<file path="src/design/hrd_pkg.sv">
// hrd_pkg: shared types and constants for the HTTP response deframer.
// No dependencies.
package hrd_pkg;

   localparam int NameBits = 5;

   typedef enum logic [3:0] {
      KIND_VERSION     = 4'd0,
      KIND_CODE        = 4'd1,
      KIND_PHRASE      = 4'd2,
      KIND_STATUS_END  = 4'd3,
      KIND_NAME        = 4'd4,
      KIND_VALUE       = 4'd5,
      KIND_HEADER_END  = 4'd6,
      KIND_HEADERS_DONE= 4'd7,
      KIND_BODY        = 4'd8,
      KIND_BODY_END    = 4'd9,
      KIND_ERROR       = 4'd10
   } kind_type;

   localparam logic [1:0] ERR_STATUS     = 2'd0;
   localparam logic [1:0] ERR_NO_COLON   = 2'd1;
   localparam logic [1:0] ERR_CHUNK_LINE = 2'd2;
   localparam logic [1:0] ERR_CHUNK_CRLF = 2'd3;

   typedef enum logic [7:0] {
      PH_STATUS      = 8'b0000_0001,
      PH_PHRASE      = 8'b0000_0010,
      PH_HEADERS     = 8'b0000_0100,
      PH_CHECK       = 8'b0000_1000,
      PH_CHUNK_START = 8'b0001_0000,
      PH_BODY        = 8'b0010_0000,
      PH_CHUNK_END   = 8'b0100_0000,
      PH_COMPLETE    = 8'b1000_0000
   } phase_type;

   localparam logic [1:0] BODY_NONE    = 2'd0;
   localparam logic [1:0] BODY_COUNTED = 2'd1;
   localparam logic [1:0] BODY_CHUNKED = 2'd2;

   typedef struct packed {
      logic [3:0] kind;
      logic [7:0] data;
      logic       no_body;
      logic       body_final;
      logic [1:0] err_code;
   } rsp_item_type;

   // group of up to three result slots for one byte
   typedef struct packed {
      logic [1:0]   count;
      rsp_item_type r0;
      rsp_item_type r1;
      rsp_item_type r2;
   } group_type;

   function automatic logic [7:0] te_char(input logic [4:0] i);
      case (i)
         5'd0: te_char = "t";  5'd1: te_char = "r";  5'd2: te_char = "a";
         5'd3: te_char = "n";  5'd4: te_char = "s";  5'd5: te_char = "f";
         5'd6: te_char = "e";  5'd7: te_char = "r";  5'd8: te_char = "-";
         5'd9: te_char = "e";  5'd10: te_char = "n"; 5'd11: te_char = "c";
         5'd12: te_char = "o"; 5'd13: te_char = "d"; 5'd14: te_char = "i";
         5'd15: te_char = "n"; 5'd16: te_char = "g";
         default: te_char = 8'd0;
      endcase
   endfunction

   function automatic logic [7:0] cl_char(input logic [4:0] i);
      case (i)
         5'd0: cl_char = "c";  5'd1: cl_char = "o";  5'd2: cl_char = "n";
         5'd3: cl_char = "t";  5'd4: cl_char = "e";  5'd5: cl_char = "n";
         5'd6: cl_char = "t";  5'd7: cl_char = "-";  5'd8: cl_char = "l";
         5'd9: cl_char = "e";  5'd10: cl_char = "n"; 5'd11: cl_char = "g";
         5'd12: cl_char = "t"; 5'd13: cl_char = "h";
         default: cl_char = 8'd0;
      endcase
   endfunction

   function automatic logic [7:0] ck_char(input logic [3:0] i);
      case (i)
         4'd0: ck_char = "c"; 4'd1: ck_char = "h"; 4'd2: ck_char = "u";
         4'd3: ck_char = "n"; 4'd4: ck_char = "k"; 4'd5: ck_char = "e";
         4'd6: ck_char = "d";
         default: ck_char = 8'd0;
      endcase
   endfunction

endpackage

</file>
<file path="src/design/hrd_if.sv">
// hrd_if: valid/ready channel interfaces for the deframer.
// Depends on nothing.
interface hrd_req_if;
   logic       valid;
   logic       ready;
   logic [7:0] in_byte;
   modport source (output valid, output in_byte, input ready);
   modport sink   (input valid, input in_byte, output ready);
endinterface

interface hrd_rsp_if;
   logic       valid;
   logic       ready;
   logic [3:0] out_kind;
   logic [7:0] out_byte;
   logic       no_body;
   logic       body_final;
   logic [1:0] err_code;
   logic       last;
   modport source (output valid, output out_kind, output out_byte, output no_body,
                   output body_final, output err_code, output last, input ready);
   modport sink   (input valid, input out_kind, input out_byte, input no_body,
                   input body_final, input err_code, input last, output ready);
endinterface

</file>
<file path="src/design/http_response_deframer.sv">
// http_response_deframer: top level, byte-serial HTTP/1.x response deframer.
// Depends on hrd_pkg, hrd_if, hrd_front, hrd_back.
// One response byte is taken per cycle whenever the four-group result queue
// holds fewer than four groups; each byte yields zero to two results, which are
// registered as a group in the queue and delivered from its head one per
// cycle while rsp.ready is high, with last marking the final result of a byte.
// Throughput is one byte per cycle while the sink keeps up; the result port,
// at one result a cycle, sets the limit when bytes produce several results.
module http_response_deframer import hrd_pkg::*; #(
   parameter int LENGTH_BITS = 64,
   parameter int CHUNK_BITS  = 31
) (
   input  logic    clock,
   input  logic    reset,
   hrd_req_if.sink   req,
   hrd_rsp_if.source rsp
);
   group_type grp;
   logic      grp_valid, can_take;

   assign req.ready = can_take;

   hrd_front #(.LENGTH_BITS(LENGTH_BITS), .CHUNK_BITS(CHUNK_BITS)) u_front (
      .clock(clock), .reset(reset), .byte_valid(req.valid && req.ready),
      .in_byte(req.in_byte), .grp(grp), .grp_valid(grp_valid));

   hrd_back u_back (
      .clock(clock), .reset(reset), .grp_valid(grp_valid), .grp(grp),
      .can_take(can_take), .rsp(rsp));
endmodule

</file>
<file path="src/design/hrd_front.sv">
// hrd_front: parser state machine; classifies each byte into a result group.
// Depends on hrd_pkg.
module hrd_front import hrd_pkg::*; #(
   parameter int LENGTH_BITS = 64,
   parameter int CHUNK_BITS  = 31
) (
   input  logic      clock,
   input  logic      reset,
   input  logic      byte_valid,
   input  logic [7:0] in_byte,
   output group_type grp,
   output logic      grp_valid
);
   localparam int HB = (CHUNK_BITS < LENGTH_BITS) ? CHUNK_BITS : LENGTH_BITS;

   phase_type             phase_ff, phase_in;
   logic [1:0]            spart_ff, spart_in, bkind_ff, bkind_in, hpart_ff, hpart_in;
   logic [1:0]            nmatch_ff, nmatch_in, dok_ff, dok_in;
   logic [LENGTH_BITS-1:0] left_ff, left_in, dacc_ff, dacc_in;
   logic [HB-1:0]         hacc_ff, hacc_in;
   logic [2:0]            hstat_ff, hstat_in;
   logic                  cr_ff, cr_in, nonempty_ff, nonempty_in, failed_ff, failed_in;
   logic [NameBits-1:0]   npos_ff, npos_in;
   logic [3:0]            cpos_ff, cpos_in;
   group_type             g;

   function automatic rsp_item_type mk(input kind_type k, input logic [7:0] d,
                                       input logic nb, input logic fin,
                                       input logic [1:0] e);
      rsp_item_type r;
      r.kind = k; r.data = d; r.no_body = nb; r.body_final = fin; r.err_code = e;
      return r;
   endfunction

   always_comb begin
      logic [7:0] b, lc, c;
      logic       do_end, do_content, do_cr, stop;
      logic [3:0] dig;
      logic       isdig;
      logic [LENGTH_BITS+3:0] dprod;
      logic [HB+4:0] hprod;
      rsp_item_type it;
      logic emitc;
      logic [1:0] hp;
      logic [NameBits-1:0] np;
      logic [1:0] nm;
      phase_in = phase_ff; spart_in = spart_ff; bkind_in = bkind_ff; hpart_in = hpart_ff;
      nmatch_in = nmatch_ff; dok_in = dok_ff; left_in = left_ff; dacc_in = dacc_ff;
      hacc_in = hacc_ff; hstat_in = hstat_ff; cr_in = cr_ff; nonempty_in = nonempty_ff;
      failed_in = failed_ff; npos_in = npos_ff; cpos_in = cpos_ff;
      g = '0;
      b = in_byte; stop = 1'b0; do_end = 1'b0; do_content = 1'b0; do_cr = 1'b0; c = b;
      dig = 4'd0; isdig = 1'b0; lc = 8'd0; dprod = '0; hprod = '0;
      it = '0; emitc = 1'b0; hp = '0; np = '0; nm = '0;
      if (!failed_ff && phase_ff != PH_COMPLETE) begin
         case (phase_ff)
            PH_CHECK: begin
               if (b == " " || b == 8'h09) begin
                  phase_in = PH_HEADERS; do_content = 1'b1;
               end else if (hpart_ff == 2'd0) begin
                  failed_in = 1'b1;
                  g.r0 = mk(KIND_ERROR, 8'd0, 1'b0, 1'b0, ERR_NO_COLON); g.count = 2'd1;
                  stop = 1'b1;
               end else begin
                  if (nmatch_ff[0] && npos_ff == 5'd17) begin
                     if (cpos_ff == 4'd7) bkind_in = BODY_CHUNKED;
                  end else if (bkind_ff != BODY_CHUNKED && nmatch_ff[1] && npos_ff == 5'd14)
                  begin
                     if (dok_ff == 2'd1 && dacc_ff != '0) begin
                        left_in = dacc_ff; bkind_in = BODY_COUNTED;
                     end
                  end
                  g.r0 = mk(KIND_HEADER_END, 8'd0, 1'b0, 1'b0, 2'd0); g.count = 2'd1;
                  hpart_in = 2'd0; npos_in = '0; nmatch_in = 2'd3; cpos_in = '0;
                  dacc_in = '0; dok_in = '0; nonempty_in = 1'b0;
                  phase_in = PH_HEADERS;
                  if (b == 8'h0d) cr_in = 1'b1; else do_content = 1'b1;
               end
            end
            PH_BODY: begin
               if (left_ff <= 1) begin
                  left_in = '0;
                  if (bkind_ff == BODY_CHUNKED) begin
                     phase_in = PH_CHUNK_END;
                     g.r0 = mk(KIND_BODY, b, 1'b0, 1'b0, 2'd0);
                  end else begin
                     phase_in = PH_COMPLETE;
                     g.r0 = mk(KIND_BODY, b, 1'b0, 1'b1, 2'd0);
                  end
               end else begin
                  left_in = left_ff - 1'b1;
                  g.r0 = mk(KIND_BODY, b, 1'b0, 1'b0, 2'd0);
               end
               g.count = 2'd1;
            end
            PH_CHUNK_END: begin
               if (!cr_ff) begin
                  if (b == 8'h0d) cr_in = 1'b1;
                  else begin
                     failed_in = 1'b1; g.count = 2'd1;
                     g.r0 = mk(KIND_ERROR, 8'd0, 1'b0, 1'b0, ERR_CHUNK_CRLF);
                  end
               end else begin
                  cr_in = 1'b0;
                  if (b == 8'h0a) phase_in = PH_CHUNK_START;
                  else begin
                     failed_in = 1'b1; g.count = 2'd1;
                     g.r0 = mk(KIND_ERROR, 8'd0, 1'b0, 1'b0, ERR_CHUNK_CRLF);
                  end
               end
            end
            default: begin
               // line-oriented phases; a held CR not followed by LF is content
               if (cr_ff) begin
                  cr_in = 1'b0;
                  if (b == 8'h0a) do_end = 1'b1;
                  else begin
                     do_cr = 1'b1;
                     if (b == 8'h0d) cr_in = 1'b1;
                     else do_content = 1'b1;
                  end
               end else if (b == 8'h0d) cr_in = 1'b1;
               else do_content = 1'b1;
            end
         endcase

         if (do_end) begin
            if (phase_ff == PH_STATUS || phase_ff == PH_PHRASE) begin
               if (phase_ff == PH_STATUS && spart_ff < 2'd2) begin
                  failed_in = 1'b1; g.count = 2'd1;
                  g.r0 = mk(KIND_ERROR, 8'd0, 1'b0, 1'b0, ERR_STATUS);
               end else begin
                  g.count = 2'd1;
                  g.r0 = mk(KIND_STATUS_END, 8'd0, 1'b0, 1'b0, 2'd0);
                  phase_in = PH_HEADERS;
                  hpart_in = 2'd0; npos_in = '0; nmatch_in = 2'd3; cpos_in = '0;
                  dacc_in = '0; dok_in = '0; nonempty_in = 1'b0;
               end
            end else if (phase_ff == PH_HEADERS) begin
               if (nonempty_ff) phase_in = PH_CHECK;
               else begin
                  if (bkind_ff == BODY_CHUNKED) phase_in = PH_CHUNK_START;
                  else if (bkind_ff == BODY_COUNTED) phase_in = PH_BODY;
                  else phase_in = PH_COMPLETE;
                  g.count = 2'd1;
                  g.r0 = mk(KIND_HEADERS_DONE, 8'd0, bkind_ff == BODY_NONE, 1'b0, 2'd0);
               end
            end else begin
               if (!hstat_ff[0] || hstat_ff[2]) begin
                  failed_in = 1'b1; g.count = 2'd1;
                  g.r0 = mk(KIND_ERROR, 8'd0, 1'b0, 1'b0, ERR_CHUNK_LINE);
               end else begin
                  left_in = LENGTH_BITS'(hacc_ff); hacc_in = '0; hstat_in = '0;
                  if (hacc_ff == '0) begin
                     phase_in = PH_COMPLETE; g.count = 2'd1;
                     g.r0 = mk(KIND_BODY_END, 8'd0, 1'b0, 1'b1, 2'd0);
                  end else phase_in = PH_BODY;
               end
            end
         end

         // pass 0 handles a held CR, pass 1 the current byte
         for (int k = 0; k < 2; k++) begin
            if ((k == 0) ? do_cr : (do_content && !stop)) begin
               c = (k == 0) ? 8'h0d : b;
               it = '0; emitc = 1'b0; isdig = 1'b0; dig = 4'd0;
               if (phase_in == PH_STATUS || phase_in == PH_PHRASE) begin
                  if (phase_in == PH_PHRASE) begin
                     emitc = 1'b1; it = mk(KIND_PHRASE, c, 1'b0, 1'b0, 2'd0);
                  end else begin
                     case (spart_in)
                        2'd0: if (c == " ") spart_in = 2'd1;
                              else begin
                                 emitc = 1'b1; it = mk(KIND_VERSION, c, 1'b0, 1'b0, 2'd0);
                              end
                        2'd1: if (c != " ") begin
                                 spart_in = 2'd2; emitc = 1'b1;
                                 it = mk(KIND_CODE, c, 1'b0, 1'b0, 2'd0);
                              end
                        2'd2: if (c == " ") spart_in = 2'd3;
                              else begin
                                 emitc = 1'b1; it = mk(KIND_CODE, c, 1'b0, 1'b0, 2'd0);
                              end
                        default: if (c != " ") begin
                                 phase_in = PH_PHRASE; emitc = 1'b1;
                                 it = mk(KIND_PHRASE, c, 1'b0, 1'b0, 2'd0);
                              end
                     endcase
                  end
               end else if (phase_in == PH_HEADERS) begin
                  hp = hpart_in; np = npos_in; nm = nmatch_in;
                  nonempty_in = 1'b1;
                  if (hp == 2'd0) begin
                     if (c == ":") hpart_in = 2'd1;
                     else begin
                        emitc = 1'b1; it = mk(KIND_NAME, c, 1'b0, 1'b0, 2'd0);
                        lc = (c >= "A" && c <= "Z") ? c + 8'd32 : c;
                        if (np >= 5'd17 || lc != te_char(np)) nm[0] = 1'b0;
                        if (np >= 5'd14 || lc != cl_char(np)) nm[1] = 1'b0;
                        nmatch_in = nm;
                        if (np < 5'd31) npos_in = np + 1'b1;
                     end
                  end else if (!(hp == 2'd1 && (c == " " || c == 8'h09))) begin
                     hpart_in = 2'd2;
                     emitc = 1'b1; it = mk(KIND_VALUE, c, 1'b0, 1'b0, 2'd0);
                     if (cpos_in < 4'd7 && c == ck_char(cpos_in)) cpos_in = cpos_in + 1'b1;
                     else cpos_in = 4'd15;
                     isdig = (c >= "0" && c <= "9");
                     dig = c[3:0];
                     if (isdig && !dok_in[1]) begin
                        dprod = ({4'd0, dacc_in} << 3) + ({4'd0, dacc_in} << 1)
                              + {{LENGTH_BITS{1'b0}}, dig};
                        if (dprod[LENGTH_BITS+3:LENGTH_BITS] != '0) dok_in[1] = 1'b1;
                        else begin
                           dacc_in = dprod[LENGTH_BITS-1:0]; dok_in[0] = 1'b1;
                        end
                     end else dok_in[1] = 1'b1;
                  end
               end else begin
                  if (!hstat_in[1]) begin
                     if (c >= "0" && c <= "9") begin isdig = 1'b1; dig = c[3:0]; end
                     else if ((c >= "a" && c <= "f") || (c >= "A" && c <= "F")) begin
                        isdig = 1'b1; dig = c[3:0] + 4'd9;
                     end
                     if (!isdig) hstat_in[1] = 1'b1;
                     else begin
                        hstat_in[0] = 1'b1;
                        if (!hstat_in[2]) begin
                           hprod = {hacc_in, 4'd0} + {{HB{1'b0}}, 1'b0, dig};
                           if (hprod[HB+4:HB] != '0) hstat_in[2] = 1'b1;
                           else hacc_in = hprod[HB-1:0];
                        end
                     end
                  end
               end
               if (emitc) begin
                  if (g.count == 2'd0) g.r0 = it; else g.r1 = it;
                  g.count = g.count + 2'd1;
               end
            end
         end
      end
      grp = g;
      grp_valid = byte_valid && (g.count != 2'd0);
   end

   always_ff @(posedge clock) begin
      if (reset) begin
         phase_ff <= PH_STATUS; spart_ff <= '0; bkind_ff <= BODY_NONE; left_ff <= '0;
         cr_ff <= 1'b0; nonempty_ff <= 1'b0; hpart_ff <= '0; npos_ff <= '0;
         nmatch_ff <= 2'd3; cpos_ff <= '0; dacc_ff <= '0; dok_ff <= '0;
         hacc_ff <= '0; hstat_ff <= '0; failed_ff <= 1'b0;
      end else if (byte_valid) begin
         phase_ff <= phase_in; spart_ff <= spart_in; bkind_ff <= bkind_in;
         left_ff <= left_in; cr_ff <= cr_in; nonempty_ff <= nonempty_in;
         hpart_ff <= hpart_in; npos_ff <= npos_in; nmatch_ff <= nmatch_in;
         cpos_ff <= cpos_in; dacc_ff <= dacc_in; dok_ff <= dok_in;
         hacc_ff <= hacc_in; hstat_ff <= hstat_in; failed_ff <= failed_in;
      end
   end

   a_fail_sticky: assert property (@(posedge clock) disable iff (reset)
      failed_ff |=> failed_ff) else $error("fail flag cleared");
   a_done_silent: assert property (@(posedge clock) disable iff (reset)
      (failed_ff || phase_ff == PH_COMPLETE) |-> !grp_valid)
      else $error("result after completion");
   a_phase_onehot: assert property (@(posedge clock) disable iff (reset)
      $onehot(phase_ff)) else $error("phase not one-hot");
endmodule

</file>
<file path="src/design/hrd_back.sv">
// hrd_back: group queue and result serializer.
// Depends on hrd_pkg and hrd_if.
module hrd_back import hrd_pkg::*; (
   input  logic      clock,
   input  logic      reset,
   input  logic      grp_valid,
   input  group_type grp,
   output logic      can_take,
   hrd_rsp_if.source rsp
);
   group_type  q_ff [4];
   logic [1:0] wp_ff, rp_ff, idx_ff;
   logic [2:0] cnt_ff;
   logic       pop;
   group_type  h;
   rsp_item_type it;

   assign can_take = cnt_ff != 3'd4;
   assign h = q_ff[rp_ff];
   always_comb begin
      case (idx_ff)
         2'd0: it = h.r0;
         2'd1: it = h.r1;
         default: it = h.r2;
      endcase
   end
   assign rsp.valid = cnt_ff != 3'd0;
   assign rsp.out_kind = it.kind;
   assign rsp.out_byte = it.data;
   assign rsp.no_body = it.no_body;
   assign rsp.body_final = it.body_final;
   assign rsp.err_code = it.err_code;
   assign rsp.last = (idx_ff + 2'd1) == h.count;
   assign pop = rsp.valid && rsp.ready && rsp.last;

   always_ff @(posedge clock) begin
      if (grp_valid) q_ff[wp_ff] <= grp;
      if (reset) begin
         wp_ff <= '0; rp_ff <= '0; idx_ff <= '0; cnt_ff <= '0;
      end else begin
         if (grp_valid) wp_ff <= wp_ff + 2'd1;
         if (rsp.valid && rsp.ready) begin
            if (rsp.last) begin
               idx_ff <= '0; rp_ff <= rp_ff + 2'd1;
            end else idx_ff <= idx_ff + 2'd1;
         end
         cnt_ff <= cnt_ff + {2'd0, grp_valid} - {2'd0, pop};
      end
   end

   a_no_overflow: assert property (@(posedge clock) disable iff (reset)
      cnt_ff <= 3'd4) else $error("queue overflow");
   a_idx_bound: assert property (@(posedge clock) disable iff (reset)
      rsp.valid |-> idx_ff < h.count) else $error("index past group");
   a_empty_idle: assert property (@(posedge clock) disable iff (reset)
      cnt_ff == 3'd0 |-> idx_ff == 2'd0) else $error("index on empty queue");
endmodule
</file>
<file path="src/flat_wrapper.sv">
// flat-port wrapper written by rule: the top's interface ports become plain ports
module http_response_deframer_flat import hrd_pkg::*;
#(
   parameter int LENGTH_BITS = 64,
   parameter int CHUNK_BITS  = 31
)
  (clock, reset, req_valid, req_in_byte, req_ready, rsp_valid, rsp_out_kind, rsp_out_byte, rsp_no_body, rsp_body_final, rsp_err_code, rsp_last, rsp_ready);
  hrd_req_if req_i ();
  hrd_rsp_if rsp_i ();
  input  logic clock;
  input  logic reset;
  input wire logic [$bits(req_i.valid)-1:0] req_valid;
  input wire logic [$bits(req_i.in_byte)-1:0] req_in_byte;
  output wire logic [$bits(req_i.ready)-1:0] req_ready;
  output wire logic [$bits(rsp_i.valid)-1:0] rsp_valid;
  output wire logic [$bits(rsp_i.out_kind)-1:0] rsp_out_kind;
  output wire logic [$bits(rsp_i.out_byte)-1:0] rsp_out_byte;
  output wire logic [$bits(rsp_i.no_body)-1:0] rsp_no_body;
  output wire logic [$bits(rsp_i.body_final)-1:0] rsp_body_final;
  output wire logic [$bits(rsp_i.err_code)-1:0] rsp_err_code;
  output wire logic [$bits(rsp_i.last)-1:0] rsp_last;
  input wire logic [$bits(rsp_i.ready)-1:0] rsp_ready;
  assign req_i.valid = req_valid;
  assign req_i.in_byte = req_in_byte;
  assign req_ready = req_i.ready;
  assign rsp_valid = rsp_i.valid;
  assign rsp_out_kind = rsp_i.out_kind;
  assign rsp_out_byte = rsp_i.out_byte;
  assign rsp_no_body = rsp_i.no_body;
  assign rsp_body_final = rsp_i.body_final;
  assign rsp_err_code = rsp_i.err_code;
  assign rsp_last = rsp_i.last;
  assign rsp_i.ready = rsp_ready;
  http_response_deframer #(.LENGTH_BITS(LENGTH_BITS), .CHUNK_BITS(CHUNK_BITS)) u_core (.clock(clock), .reset(reset), .req(req_i), .rsp(rsp_i));
endmodule
</file>
<file path="config.mk">
export PLATFORM = sky130hd
export DESIGN_NAME = http_response_deframer_flat
export DESIGN_NICKNAME = d
export VERILOG_FILES = /design/src/design/hrd_pkg.sv /design/src/design/hrd_if.sv /design/src/design/http_response_deframer.sv /design/src/design/hrd_front.sv /design/src/design/hrd_back.sv /design/src/flat_wrapper.sv
export SDC_FILE = /design/constraint.sdc
export NUM_CORES = 1
export LEC_CHECK = 0
export BUFFER_PORTS_ARGS = -buffer_cell sky130_fd_sc_hd__buf_4
export CORE_MARGIN = 8
export CORE_UTILIZATION = 65
export CTS_BUF_LIST = sky130_fd_sc_hd__clkbuf_4
export DETAILED_ROUTE_END_ITERATION = 7
export PLACE_DENSITY = 0.82
export REMOVE_ABC_BUFFERS = 1
export SLEW_MARGIN = 10
export SYNTH_ARGS = -nofsm -noshare
export SYNTH_HDL_FRONTEND = slang
export SYNTH_SLANG_ARGS = --single-unit
</file>
<file path="constraint.sdc">
create_clock -name clock -period 20.3 [get_ports clock]
set_input_delay 4.06 -clock clock [delete_from_list [all_inputs] [get_ports clock]]
set_output_delay 4.06 -clock clock [all_outputs]
set_load 0.05 [all_outputs]
</file>
== Word-level counts from Yosys, hierarchy flattened ==
Memory sizes are Yosys's and may differ from the RTL's. A register that Yosys moved wholly into a read port is not among the register bits.
Cells that the tools add are included.
Operators by class
  add/sub/neg operators: 17
  multiply operators: 0
  divide/modulo/power cells: 0
  magnitude comparators: 17
  equality and inequality tests: 56
  shift-type cells: 0
  muxes and demuxes: 357
  bitwise gates (word level): 3
  reductions and logical operators: 62
Operator list (count)
  $mux W64: 24
  $mux W8: 62
  $mux W31: 12
  $mux W34: 6
  $mux W16: 11
  $mux W18: 8
  $mux W2: 65
  $pmux W64 S2: 1
  $mux W4: 26
  $pmux W7 S7: 2
  $mux W5: 19
  $mux W1: 89
  $add A67 B65 Y68: 1
  $add A68 B4 Y68: 1
  $le A64 B1 Y1 const B: 1
  $reduce_bool A64 Y1: 1
  $sub A64 B1 Y64 const B: 1
  $pmux W18 S3: 1
  $mux W17: 3
  $pmux W16 S3: 1
  $mux W15: 3
  $mux W13: 3
  $add A35 B4 Y36: 1
  $mux W3: 11
  other kinds (63): 159
Word-level totals
  register bits after elaboration: 201
  latch bits: 0
  bits in writable memories: 136
  bits in read-only memories: 672
  input bits: 12
  output and inout bits: 19
  word-level logic and storage cells: 536
  memories kept: 5
Memory list
  (name not given): words 32, width 7, read ports 1, clocked after Yosys merged registers in 0, wr ports 0, line hrd_pkg.sv:58  | case (i)
  (name not given): words 32, width 7, read ports 1, clocked after Yosys merged registers in 0, wr ports 0, line hrd_pkg.sv:58
  u_core.u_back.q_ff: words 4, width 34, read ports 1, clocked after Yosys merged registers in 1, wr ports 1, line hrd_back.sv:11  | group_type q_ff [4];
  (name not given): words 16, width 7, read ports 1, clocked after Yosys merged registers in 0, wr ports 0, line hrd_pkg.sv:70  | case (i)
  (name not given): words 16, width 7, read ports 1, clocked after Yosys merged registers in 0, wr ports 0, line hrd_pkg.sv:70

== Depth between registers and ports, before layout ==
  depth in word-level cells: 39
  gate-level depth with buffers: 28

== Modules after synthesis ==
A second synthesis with hierarchy kept.
Unflattened totals
  cells, all modules: 2924
  area total of the unflattened synthesis: 26151.3 µm²
Modules (own cells, without submodules)
  hrd_front: instances 1, cells an instance 2536, area an instance 18052.3 µm²
  hrd_back: instances 1, cells an instance 387, area an instance 8092.8 µm²
  http_response_deframer: instances 1, cells an instance 1, area an instance 6.3 µm²

== Least setup slack after synthesis ==
OpenSTA, ideal clock, no wires.
  kind: input-to-reg
  start: in req_in_byte[0]
  end: reg u_core.u_front.dacc_ff[18]
  setup time: 0.117 ns
  arrival time: 10.217 ns
  slack: 9.967 ns
  stages: 27
  buffers on the path: 6
  cell sequence: clkinv_1 ha_1 and3b_1 and3_1 clkbuf_1 a32oi_1 clkbuf_1 clkbuf_1 clkbuf_1 and2_1 ha_1 ha_1 a21o_1 a21oi_1 a21oi_1 or4b_2 a21oi_1 nor4b_1 o21bai_1 nand3_1 a211o_1 a2111oi_0 o21ai_1 nor2b_1 buf_2 buf_2 a22o_1
Between the ends
  longest elaborated chain between the ends: 22
  elaborated cells on any way between the ends: 94
  classes of those cells: add/sub (2); order compare (2); eq/ne (11); mux (67); reduce/logical (12)
RTL lines
  from (decl): line flat_wrapper.sv:13  | input wire logic [$bits(req_i.in_byte)-1:0] req_in_byte;
  parallel branches: the longest is 21 deep, another holds $add A67 B65 Y68
  $mux W64 *: line hrd_front.sv:164  | if ((k == 0) ? do_cr : (do_content && !stop)) begin
  to (signal assigned): line hrd_front.sv:257  | cpos_ff <= cpos_in; dacc_ff <= dacc_in; dok_ff <= dok_in;
  to (decl): line hrd_front.sv:19  | logic [LENGTH_BITS-1:0] left_ff, left_in, dacc_ff, dacc_in;
Mark *: on every way between the ends. The select of a mux whose other input is x is not followed.
A chain may end at the register's enable or synchronous reset.

== Worst setup path after layout ==
  start: in req_in_byte[0]
  end: reg u_core.u_front.dacc_ff[9]
Same word-level chain as after synthesis.

==> summary.md <==
Initial antenna violation count: 2. Counting flops with a built-in enable in the synthesized netlist gives 116. The run finished with clean final reports. The number of hold violations in the final report is 0.

The tools report the required arrival time at the worst endpoint as 20.97 ns. The number of buffers inserted by hold repair at cts was 0. The area fraction in compound gates after synthesis works out to 24.0%. TritonCTS built the clock tree. In the final layout, the share of cells above drive strength 1 is 10.6%. The total of max-cap violations came out at 0.

For the count of unique library cells instantiated by Yosys, the log shows 98. Traced cell by cell, the critical path runs through buf_4, clkinv_1, ha_1, and3b_1, and3_1, a32oi_4, and2_1, fa_1, ha_1, a21o_1, nand4_1, a21oi_1, or4b_2, a21oi_1, nor4b_1, o21bai_1, nand3_1, a211o_1, a211oi_1, nand4_1, nor2_4, buf_4, a22o_1. Summing all flip-flop and latch instances after layout gives 0.00755 mm2. The tools report the final standard cell utilization of the core as 70.0%.

The cell type group with the largest total delay on the critical path was simple AND/OR/NAND/NOR gates. Final global-route overflow total: 0. The simple-gate portion of the synthesized area is 21.4%.

Derived from the worst setup path, the maximum achievable clock frequency is 89.2 MHz. After synthesis, the most frequently instantiated cells are a21oi_1, nor2_1, nand2_1, dfxtp_1, ha_1. For the number of global-route vias before repair, the log shows 20,592. Ranked by total cell area, the synthesized netlist is headed by dfxtp_1, edfxtp_1, ha_1. Kind of path behind the tightest hold check: reg2reg.

The logs give 16.8% for the worst slew margin relative to its limit and 8.46 ns for the worst setup slack before clock tree synthesis. The die covers 0.0409 mm2. The synthesized netlist devotes 3.31% of its cell area to XOR and XNOR gates. The peak ir drop on the vdd network was 85.9 uV; the number of standard cells after synthesis was 2,622. The cell taking the most area after synthesis was dfxtp_1. In this run the cell area measured after placement is 0.0230 mm2. In the final layout, the multi-input gates occupy 0.0142 mm2. The power density over the cells was 68.0 mW/mm2. The post-detailed-route wirelength per cell was 22.2 um; the final antenna-violating net count was 0.

For the worst flop-to-flop path, the logic depth is 20. Counting instances, the worst hold path has a depth of 2. The starting DRC count in detailed routing is 2,499, and the wire length after detailed routing is 69.6 mm. The final clock skew was 0.0690 ns. Counting flops with an async set or reset pin after synthesis yields a share of 0%. The maximum fanout count along the critical path is 48. Data on the critical path arrives at its endpoint at 11.89 ns. Counting both buffers and inverters, the worst setup path holds a total of 3. The number of detailed-routing iterations run before antenna repair is 6, and the delay of the slowest critical-path stage is 0.84 ns. In this run the static leakage power is 9.95 nW. The run gives 0.994 as the routability-driven placement congestion ratio.

The clock drives 319 sinks. The longest clock path from root to sink contains 3 buffers. TritonCTS created 80 clock buffers.

The final route contains 21,573 vias. Detailed placement finished with a half-perimeter wire length of 50.0 mm. The cell area that synthesis handed to floorplanning was 0.0225 mm2. The run gives 1.63 mW as the sum of internal, switching and leakage power.

The net count reported at finish is 2,795. Counting the fill cells in the layout gives 2,704. The detailed-route vias per instance is 6.89, and the setup slack of the most critical reg-to-reg path is 12.32 ns. Setup violations remaining at the end of the flow were counted as 0. Setup repair after global routing left no endpoint under its margin.

The worst hold path terminates at u_core.u_front.dok_ff[0]. From left edge to right edge, the die measures 202 um. For this run, design rule violations remaining after detail routing come to 0.

After synthesis, the largest family of logic cells by area is compound AO/OA/AOI/OAI gates. Post-CTS repair changed the size of 0 cells. The endpoint identified for the worst register-to-register timing path is u_core.u_front.dacc_ff[9]. In this run the clock root is driven by a clkbuf_4. The core region is 0.0344 mm2. At the pin with the least slew margin, the transition time is 1.25 ns.

The initial standard-cell utilization of the core was 65.5%. The arithmetic-cell share of the synthesized area counting full adders, half adders and majority gates is 9.60%, and the final cell area excluding filler cells is 0.0241 mm2. Standard-cell row count: 68. The worst-path cell with the longest stage delay is a32oi_4. STA classifies the critical path endpoint as a register. The setup total negative slack came out at 0 ns. Input and output buffers added on the ports amount to 30.

The post-layout worst setup margin is 9.08 ns, and the portion of synthesized cell area occupied by the leading cell type is 18.0%. Pin placement for this block handled 31 I/O pins. Startpoint of the lowest-slack register-to-register path: u_core.u_front.phase_ff[5]. The floorplan step set the die height to 202 um.

In the synthesized netlist, mux cells make up 4.48% of the area. Total stage count of the critical path: 23. Final critical path time including I/O delays and setup: 11.22 ns. Primary flip-flop cell chosen by synthesis mapping: dfxtp_1.

Post-CTS timing repair inserted 0 buffers for setup. The global-route usage over all layers was 32.6%. Worst setup path category: in2reg.

The run gives 33.5% as the share of the yosys chip area belonging to registers. The tools report the clock insertion delay at the later pin of the skew report as 0.77 ns. The clock-pin slew on the worst setup and hold paths came out at 0.06 ns. The average size of a mapped cell came out at 8.59 um2. The H-tree was split into 3 levels. The tools report the number of warning messages in the yosys log as 0. STA classifies the critical path startpoint as an input pin.

In this run the most critical hold path is launched from u_core.u_front.dok_ff[0]. The final critical path takes up 55.3% of the cycle. The first global-routing pass estimated 109 mm of wire. The register bit count reported by yosys works out to 319. Area added between synthesis and finish: 6.80%. Entering global routing, the biggest net connects 60 pins. The cell with the most instances after synthesis was a21oi_1. The tools report the count of final max-slew check failures as 0.
-- stage by stage --
step,hold slack (ns),std cells
final,0.478,3131
after global routing,0.482,3130
after CTS,0.466,3127
after detailed placement,0.459,2985
after global placement,0.451,2985
after floorplan,0.430,2472
-- tightest hold or removal path, cell delays in order, from the launching register on --
cell and delay [ns]:
dfxtp_1 0.32, nand2_1 0.06, a21oi_1 0.06
-- final cells by class --
type | instances | area share, %
multi-input cells | 2090 | 59.0
well taps | 455 | 2.37
clock inverters | 25 | 0.718
inverters | 63 | 0.983
clock buffers | 117 | 3.65
repair buffers | 58 | 1.81
flip-flops and latches | 319 | 31.4
diodes | 4 | 0.0416
-- layer usage --
metal	global-route usage, %	up-vias	routed length, um
met5	0	-	0
met4	17.0	0	3450
met3	5.88	259	6150
met2	53.8	1229	32700
met1	40.4	10177	27300
li1	-	9908	-
-- logic make-up after synthesis --
group / count (synthesis)
xor+xnor: 85
buf+inv: 213
flops: 319
fa+ha+maj: 171
compound gates: 818
mux: 63
simple gates: 953
-- worst max path at each step --
stage | start | endpoint | slack, ns
2_1_floorplan | req_in_byte[1] | u_core.u_front.dacc_ff[26] | 7.36
3_3_place_gp | req_in_byte[0] | u_core.u_front.dacc_ff[6] | 8.79
3_5_place_dp | req_in_byte[0] | u_core.u_front.dacc_ff[5] | 8.46
4_1_cts | req_in_byte[0] | u_core.u_front.dacc_ff[9] | 9.21
5_1_grt | req_in_byte[0] | u_core.u_front.dacc_ff[13] | 8.62
6_report | req_in_byte[0] | u_core.u_front.dacc_ff[9] | 9.08
-- where the power goes --
group / total, mW / switching (mW) / internal [mW] / leakage (nW)
logic: 0.345 / 0.231 / 0.114 / 6.71
clock network: 0.571 / 0.278 / 0.293 / 0.623
registers: 0.719 / 0.0226 / 0.697 / 2.62
-- cells in the final DEF, fill, tap and decap left out, types with 33 or more instances in the layout --
cell type	count
xnor2_1	61
nand3_1	44
buf_4	58
a21oi_1	264
nor3_1	72
dfxtp_1	202
a21o_1	51
nor4_1	56
nor2_1	254
inv_1	60
and2_1	84
ha_1	168
clkbuf_4	117
edfxtp_1	116
o21ai_0	142
nand2_1	220
a22o_1	90
nand4_1	33
-- flip-flops by register name (all words and copies together) (netlist names), 4 cells and up, named ones only --
register and flops:
u_core.u_front.dacc_ff 64, u_core.u_front.phase_ff 8, u_core.u_back.q_ff 116, u_core.u_front.npos_ff 5
u_core.u_front.cpos_ff 4, u_core.u_front.left_ff 64, u_core.u_front.hacc_ff 31
(Power assumes the default switching activity.)
